**config.mk**
```make
export PLATFORM = sky130hd
export DESIGN_NAME = plint_muldiv
export DESIGN_NICKNAME = d
export VERILOG_FILES = /design/src/design/plint_pkg.sv /design/src/design/plint_muldiv.sv
export SDC_FILE = /design/constraint.sdc
export NUM_CORES = 2
export LEC_CHECK = 0
export BUFFER_PORTS_ARGS = -buffer_cell sky130_fd_sc_hd__buf_4
export CORE_AREA = 8 8 345 246
export CTS_BUF_LIST = sky130_fd_sc_hd__clkbuf_8 sky130_fd_sc_hd__clkbuf_16
export DETAILED_ROUTE_END_ITERATION = 16
export DIE_AREA = 0 0 353 254
export PLACE_DENSITY = 0.84
export SYNTH_ARGS = -nofsm -noshare
export SYNTH_HDL_FRONTEND = slang
export SYNTH_SLANG_ARGS = --single-unit
```
**constraint.sdc**
```tcl
create_clock -name clk -period 8.4 [get_ports clk]
set_clock_uncertainty 0.05 [all_clocks]
set_input_delay 0 -clock clk [delete_from_list [all_inputs] [get_ports clk]]
set_output_delay 0 -clock clk [all_outputs]
set_load 0.05 [all_outputs]
```
**src/design/plint_pkg.sv**
```systemverilog
// ---------------------------------------------------------------------------
// plint_pkg: shared types and constants
// Breakpoint table geometry, entry layout and divider operand bundle.
// ---------------------------------------------------------------------------
package plint_pkg;

	localparam int MAX_POINTS = 256;
	localparam int ADDR_W     = $clog2(MAX_POINTS);
	localparam int COUNT_W    = 9;
	localparam int DATA_W     = 32;
	localparam int PROD_W     = 2 * DATA_W;

	typedef enum logic {
		CMD_WRITE = 1'b0,
		CMD_QUERY = 1'b1
	} cmd_t;

	typedef struct packed {
		logic signed [DATA_W-1:0] x;
		logic signed [DATA_W-1:0] y;
	} entry_t;

	// magnitudes for |dx| * |dy| / |ds|
	typedef struct packed {
		logic [DATA_W-1:0] a;
		logic [DATA_W-1:0] b;
		logic [DATA_W-1:0] d;
	} md_opnd_t;

endpackage

```
**src/design/plint_muldiv.sv**
```systemverilog
// ---------------------------------------------------------------------------
// plint_muldiv: unsigned a*b/d
// A registered 32x32 multiply, then restoring division at two bits per cycle.
// ---------------------------------------------------------------------------
module plint_muldiv (
	input  logic                         clk,
	input  logic                         arst_n,
	input  logic                         start,
	input  plint_pkg::md_opnd_t          opnd,
	output logic                         done,
	output logic [plint_pkg::PROD_W-1:0] quot
);
	import plint_pkg::*;

	localparam int STEPS = PROD_W / 2;
	localparam int CNT_W = $clog2(STEPS);

	typedef enum logic [1:0] {
		S_IDLE,
		S_MUL,
		S_DIV
	} state_t;

	state_t            state_q;
	md_opnd_t          opnd_q;
	logic [PROD_W-1:0] rq_q;      // dividend shifts out, quotient shifts in
	logic [DATA_W-1:0] rem_q;
	logic [CNT_W-1:0]  cnt_q;
	logic              done_q;

	logic [PROD_W-1:0] rq_nx;
	logic [DATA_W-1:0] rem_nx;
	logic [DATA_W:0]   trial;

	always_comb begin
		rq_nx  = rq_q;
		rem_nx = rem_q;
		trial  = '0;
		for (int i = 0; i < 2; i++) begin
			trial = {rem_nx, rq_nx[PROD_W-1]};
			if (trial >= {1'b0, opnd_q.d}) begin
				rem_nx = DATA_W'(trial - {1'b0, opnd_q.d});
				rq_nx  = {rq_nx[PROD_W-2:0], 1'b1};
			end else begin
				rem_nx = trial[DATA_W-1:0];
				rq_nx  = {rq_nx[PROD_W-2:0], 1'b0};
			end
		end
	end

	always_ff @(posedge clk or negedge arst_n) begin
		if (!arst_n) begin
			state_q <= S_IDLE;
			done_q  <= 1'b0;
			cnt_q   <= '0;
		end else begin
			done_q <= 1'b0;
			unique case (state_q)
				S_IDLE: begin
					if (start) begin
						state_q <= S_MUL;
					end
				end
				S_MUL: begin
					cnt_q   <= '0;
					state_q <= S_DIV;
				end
				S_DIV: begin
					cnt_q <= cnt_q + 1'b1;
					if (cnt_q == CNT_W'(STEPS - 1)) begin
						done_q  <= 1'b1;
						state_q <= S_IDLE;
					end
				end
				default: state_q <= S_IDLE;
			endcase
		end
	end

	always_ff @(posedge clk) begin
		if (state_q == S_IDLE && start) begin
			opnd_q <= opnd;
		end
		if (state_q == S_MUL) begin
			rq_q  <= opnd_q.a * opnd_q.b;
			rem_q <= '0;
		end else if (state_q == S_DIV) begin
			rq_q  <= rq_nx;
			rem_q <= rem_nx;
		end
	end

	assign done = done_q;
	assign quot = rq_q;

endmodule

```
Word-level counts from Yosys, hierarchy flattened:

Index checks and enable logic that the tools add are counted.

* bits of input ports: 99
* word-level logic and storage cells: 35
* memories kept: 0
* RAM bits: 0
* register bits: 200
* latch bits: 0
* ROM bits: 0
* output and inout port bits: 65

* reduce and logical (&&, ||, !) cells: 4
* divide/modulo/power cells: 0
* multipliers: 1
* $add $sub $neg: 3
* eq/ne operators: 5
* magnitude comparators: 2
* bitwise logic cells: 0
* muxes and demuxes: 12
* shift-type cells: 0

Operators with widths (number)
* two-way mux 64 bit: 2
* greater-or-equal comparator 33 x 32 -> 1 bit: 2
* multiplier 32 x 32 -> 64 bit: 1
* two-way mux 32 bit: 2
* subtractor 32 bit: 2
* case mux 5 bit (2 select lines): 1
* case mux 2 bit (3 select lines): 1
* adder 5 x 1 -> 5 bit, second input constant: 1
* equality test 5 bit, second input constant: 1
* two-way mux 1 bit: 4
* two-way mux 2 bit: 2
* != test 2 bit, second input constant: 2
* equality test 2 x 1 -> 1 bit, second input constant: 1
* equality test 2 bit, second input constant: 1
* logical NOT 2 bit: 1
* AND reduction 2 bit: 1
* nonzero test 2 bit: 1
* logical AND 1 bit: 1

Logic depth before layout (Yosys ltp):

* depth after elaboration: 6
* depth in mapped cells: 29
* depth with buffers taken out: 27

Worst setup path before layout:

Ideal clock, no wire load.

* path type: register to register
* start point: register opnd_q[34] (netlist bit)
* end point: register rq_q[60], in the netlist quot[60] (data pin)
* setup time: 260 ps
* stages on the path, launching flop included: 26
* period minus slack after synthesis: 7541 ps
* data required time: 8090 ps
* arrival time: 7231 ps
* path slack: 859 ps
* buffers on the path: 2
* cells stage by stage: edfxtp_1 clkbuf_1 and2_1 fa_1 inv_1 fa_1 fa_1 fa_1 inv_1 fa_1 fa_1 fa_1 fa_1 ha_1 clkbuf_1 a21o_1 a21oi_1 o21ai_1 a31o_2 a31o_1 a2111o_1 o21ai_1 o21ai_1 a41oi_1 xnor2_1 mux2_2

* longest elaborated chain between the ends: 2

RTL lines
* from (decl): RTL line plint_muldiv.sv:25 `md_opnd_t opnd_q;`
* from (signal assigned): RTL line plint_muldiv.sv:82 `opnd_q <= opnd;`
* multiplier 32 x 32 -> 64 bit: RTL line plint_muldiv.sv:85 `rq_q <= opnd_q.a * opnd_q.b;`
* two-way mux 64 bit: RTL line plint_muldiv.sv:84 `if (state_q == S_MUL) begin`
* to (signal assigned): RTL line plint_muldiv.sv:85
* to (signal assigned): RTL line plint_muldiv.sv:88 `rq_q <= rq_nx;`
* to (decl): RTL line plint_muldiv.sv:26 `logic [PROD_W-1:0] rq_q;`

No other way between the ends.
A chain may end at the register's enable or synchronous reset.

Worst setup path after layout:

* start point: register opnd_q[86] (netlist bit)
* end point: register rq_q[55], in the netlist quot[55] (data pin)

Same word-level chain as after synthesis.

==> run summary <==
• 50.2% — post-synthesis adder-cell area fraction
• 8.63 ns — required time reported for the critical path endpoint
• sky130_fd_sc_hd__inv_1, sky130_fd_sc_hd__fa_1, sky130_fd_sc_hd__and2_1, sky130_fd_sc_hd__nand2_1, sky130_fd_sc_hd__ha_1 — most frequent cells in the layout
• 17 — Num CTS Buffers
• adder cells — cell family with the largest share of critical-path delay
• 12.8% — fraction of the yosys area taken by sequential cells
• 5729 — number of cells after detailed placement
• 0.54 ns — source-to-sink clock delay at the later pin of the worst-skew pair
• 5 — number of buffers and inverters on the critical path
• 200 — Yosys reg bits
• yes — TritonCTS clock tree
• 200 — count of clock tree sinks
• 77 — count of cell types in the netlist
• sky130_fd_sc_hd__inv_1 — most frequent standard cell in the layout excluding fill and tap cells
• 2 — cell depth of the worst hold path
• 87 — FP Rows
• 2.41% — share of synthesized area spent on multiplexers
• 31.3% — Worst slew margin
• 122 MHz — highest attainable clock frequency
• 5909 — final non-filler cell total
• 0.61 ns — Worst path max stage delay
• 35900 — vias in the first global route
• flip-flop to flip-flop — type of the setup path with the least slack
• 6158 — # nets final
• finished, final reports clean — outcome
• 10.0% — fraction of final layout cells with drive strength greater than 1
• 75 — largest net degree at the start of global routing
• 353 um — horizontal die dimension
• 3268 — Detailed Route Iter0 Violations
• 97.8% — period utilisation layout
• adder cells — largest family of logic cells by synthesized area
• 89700 um^2 — die area
• 8.45 ns — Worst Path Arrival
• 26.7% — overall fraction of global-route tracks in use
• 0 — final hold violation count
• 8.22 ns — Min Clock Period, post-route
• 6.90% — compound-cell area share of the yosys netlist
• 2.12% — xor/xnor share of the synthesized area
• 0 — yosys synthesis warning count
• 20.3 um — Routed wire per std cell
• 163 — number of port buffers
• 11.4% — layout-stage area growth over the synthesis result
• 33700 — Vias
• sky130_fd_sc_hd__clkbuf_16 — Root Buffer
• 0 — final setup violation count
• 4.00% — proportion of synthesized flip-flops having asynchronous set or reset
• 26 — logic depth of the worst register-to-register path
• 0 — total of max-cap violations
• 55.4% — Initial Utilization
• 120 mm — total wire length after detailed routing
• input pin to flip-flop — Hold Path Class
• 26 — Worst path depth
• 164 — # IOs
• 3 — initial antenna violation count
• 5.71 — mean number of vias per cell
• 0 — count of pins over their slew limit
• 18 — peak fanout along the critical path
• 0 — DRC violation count after routing
• 49200 um^2 — Non-Filler Cell Area, Final
• 79700 um^2 — area of the placeable core
• 96.4 mm — HPWL after detailed placement
• flip-flop — kind of end point of the critical path
• 0.09 ns — clock input transition at the sequential cells of the worst setup and hold paths
• 0.132 ns — smallest hold slack
• 4608 — cell count after synthesis
• 15.7% — simple logic cell fraction of the synthesized area
• 1.03 ns — Worst-Margin Slew
• flip-flop — element type at the critical path start
• 9.58 um^2 — syn_area_per_cell
• 7 — number of iterations in the first detailed-routing pass
• 192 mm — first-pass GRT wire length
• 0 — post-route antenna net violation count
• sky130_fd_sc_hd__edfxtp_1 — Main synth FF type
• 0.984 — final weighted congestion of routability-driven global placement
• 44100 um^2 — Mapped Area
• sky130_fd_sc_hd__edfxtp_1 — Slowest cell on crit path
• sky130_fd_sc_hd__fa_1 — CP dominant cell by count
• 5939 — synthesized netlist net count
• 0 — GRT Residual Overflow
• 46900 um^2 — cell area reported after detailed placement
• 2 — clk buf depth
• 160 — number of flops mapped to enable cells by yosys
• 4 — # H-tree levels
• 254 um — y dimension of the die
-- worst paths after layout --
path                                       start                    end  slack, ns
setup / recovery            opnd_q[86]$_DFFE_PP_     quot[55]$_DFFE_PP_       0.18
hold / removal                           opnd[7]    opnd_q[7]$_DFFE_PP_       0.13
setup reg to reg            opnd_q[86]$_DFFE_PP_     quot[55]$_DFFE_PP_       0.18
hold reg to reg            rem_q[3]$_SDFFE_PN0P_  rem_q[3]$_SDFFE_PN0P_       0.45
max in group asynchronous                 arst_n   cnt_q[0]$_DFFE_PN0P_       7.60
min in group asynchronous                 arst_n   cnt_q[3]$_DFFE_PN0P_       0.43
-- timing repair --
| item | 4_1_cts | 5_1_grt |
|---|---|---|
| hold buffers | 99 | 0 |
| setup endpoints to repair | 0 | 21 |
| buffers inserted | 0 | 48 |
| hold endpoints to repair | 106 | 0 |
| gates resized for setup | 0 | 21 |
-- flip-flops by register name (all words and copies together) (netlist names) --
name     flops
opnd_q      96
state_q      2
cnt_q        5
rem_q       32
done         1
quot        64
-- worst reg2reg max path, stage by stage, from the launching register on --
cell and delay [ns]:
sky130_fd_sc_hd__edfxtp_1 0.61, sky130_fd_sc_hd__buf_4 0.38, sky130_fd_sc_hd__and2_1 0.22, sky130_fd_sc_hd__fa_1 0.42
sky130_fd_sc_hd__fa_1 0.54, sky130_fd_sc_hd__inv_1 0.08, sky130_fd_sc_hd__fa_1 0.47, sky130_fd_sc_hd__fa_1 0.51
sky130_fd_sc_hd__inv_1 0.06, sky130_fd_sc_hd__fa_1 0.59, sky130_fd_sc_hd__fa_1 0.45, sky130_fd_sc_hd__fa_1 0.49
sky130_fd_sc_hd__inv_1 0.05, sky130_fd_sc_hd__fa_1 0.47, sky130_fd_sc_hd__inv_1 0.04, sky130_fd_sc_hd__ha_1 0.28
sky130_fd_sc_hd__a21o_1 0.19, sky130_fd_sc_hd__a21oi_1 0.17, sky130_fd_sc_hd__o21ai_0 0.15, sky130_fd_sc_hd__a21o_1 0.21
sky130_fd_sc_hd__a21o_1 0.16, sky130_fd_sc_hd__a21oi_1 0.26, sky130_fd_sc_hd__o21ai_0 0.20, sky130_fd_sc_hd__o211ai_1 0.27
sky130_fd_sc_hd__and3_1 0.30, sky130_fd_sc_hd__xnor2_1 0.09, sky130_fd_sc_hd__mux2_2 0.26
-- kinds of logic (layout without fill, tap and decap cells) --
| group | after synthesis | count (layout) |
|---|---|---|
| compound gates | 458 | 458 |
| simple gates | 1358 | 1358 |
| fa+ha+maj | 1232 | 1232 |
| xor+xnor | 107 | 107 |
| buf+inv | 1157 | 1389 |
| flops | 200 | 200 |
| mux | 96 | 96 |
| other cells | 0 | 1 |
-- area by class of cell --
cell class	count	area [um^2]
Antenna cell	1	2.50
Clock buffer	17	425
Clock inverter	15	188
Fill cell	6159	30500
Inverter	915	3430
Multi-Input combinational cell	3251	34300
Sequential cell	200	5650
Tap cell	1068	1340
Timing Repair Buffer	442	3880
-- stage by stage --
stage | setup TNS (ns) | worst slack (ns) | utilization, %
2_1_floorplan | 0 | 0.859 | -
3_5_place_dp | 0 | 0.104 | 58.9
5_1_grt | -0.0560 | -0.0489 | 61.7
6_report | 0 | 0.184 | 61.7
3_3_place_gp | 0 | 0.271 | 58.9
4_1_cts | 0 | 0.0583 | 60.9
-- metal layers --
metal / track usage, % / routed length [um]
met1: 35.0 / 45900
met2: 43.0 / 56200
met3: 6.21 / 12900
met4: 11.0 / 5320
met5: 0 / 13
-- synthesized netlist by cell type, types with 20 or more instances --
| library cell | count | area [um^2] |
|---|---|---|
| sky130_fd_sc_hd__a21oi_1 | 119 | 596 |
| sky130_fd_sc_hd__edfxtp_1 | 160 | 4800 |
| sky130_fd_sc_hd__mux2_2 | 70 | 788 |
| sky130_fd_sc_hd__xnor2_1 | 67 | 587 |
| sky130_fd_sc_hd__a21o_1 | 75 | 563 |
| sky130_fd_sc_hd__fa_1 | 898 | 18000 |
| sky130_fd_sc_hd__a31oi_1 | 22 | 138 |
| sky130_fd_sc_hd__dfxtp_1 | 32 | 641 |
| sky130_fd_sc_hd__nand3_1 | 38 | 190 |
| sky130_fd_sc_hd__xor2_1 | 40 | 350 |
| sky130_fd_sc_hd__o21ai_1 | 22 | 110 |
| sky130_fd_sc_hd__ha_1 | 334 | 4180 |
| sky130_fd_sc_hd__nor2_1 | 98 | 368 |
| sky130_fd_sc_hd__inv_1 | 915 | 3430 |
| sky130_fd_sc_hd__a211oi_1 | 37 | 278 |
| sky130_fd_sc_hd__and2_1 | 601 | 3760 |
| sky130_fd_sc_hd__o21ai_0 | 55 | 275 |
| sky130_fd_sc_hd__clkbuf_1 | 231 | 867 |
| sky130_fd_sc_hd__and3_1 | 20 | 125 |
| sky130_fd_sc_hd__nand2_1 | 517 | 1940 |
Power is left out: the tool's default activity adds up to more than one toggle a clock period on the data nets, which glitch-free logic cannot reach.
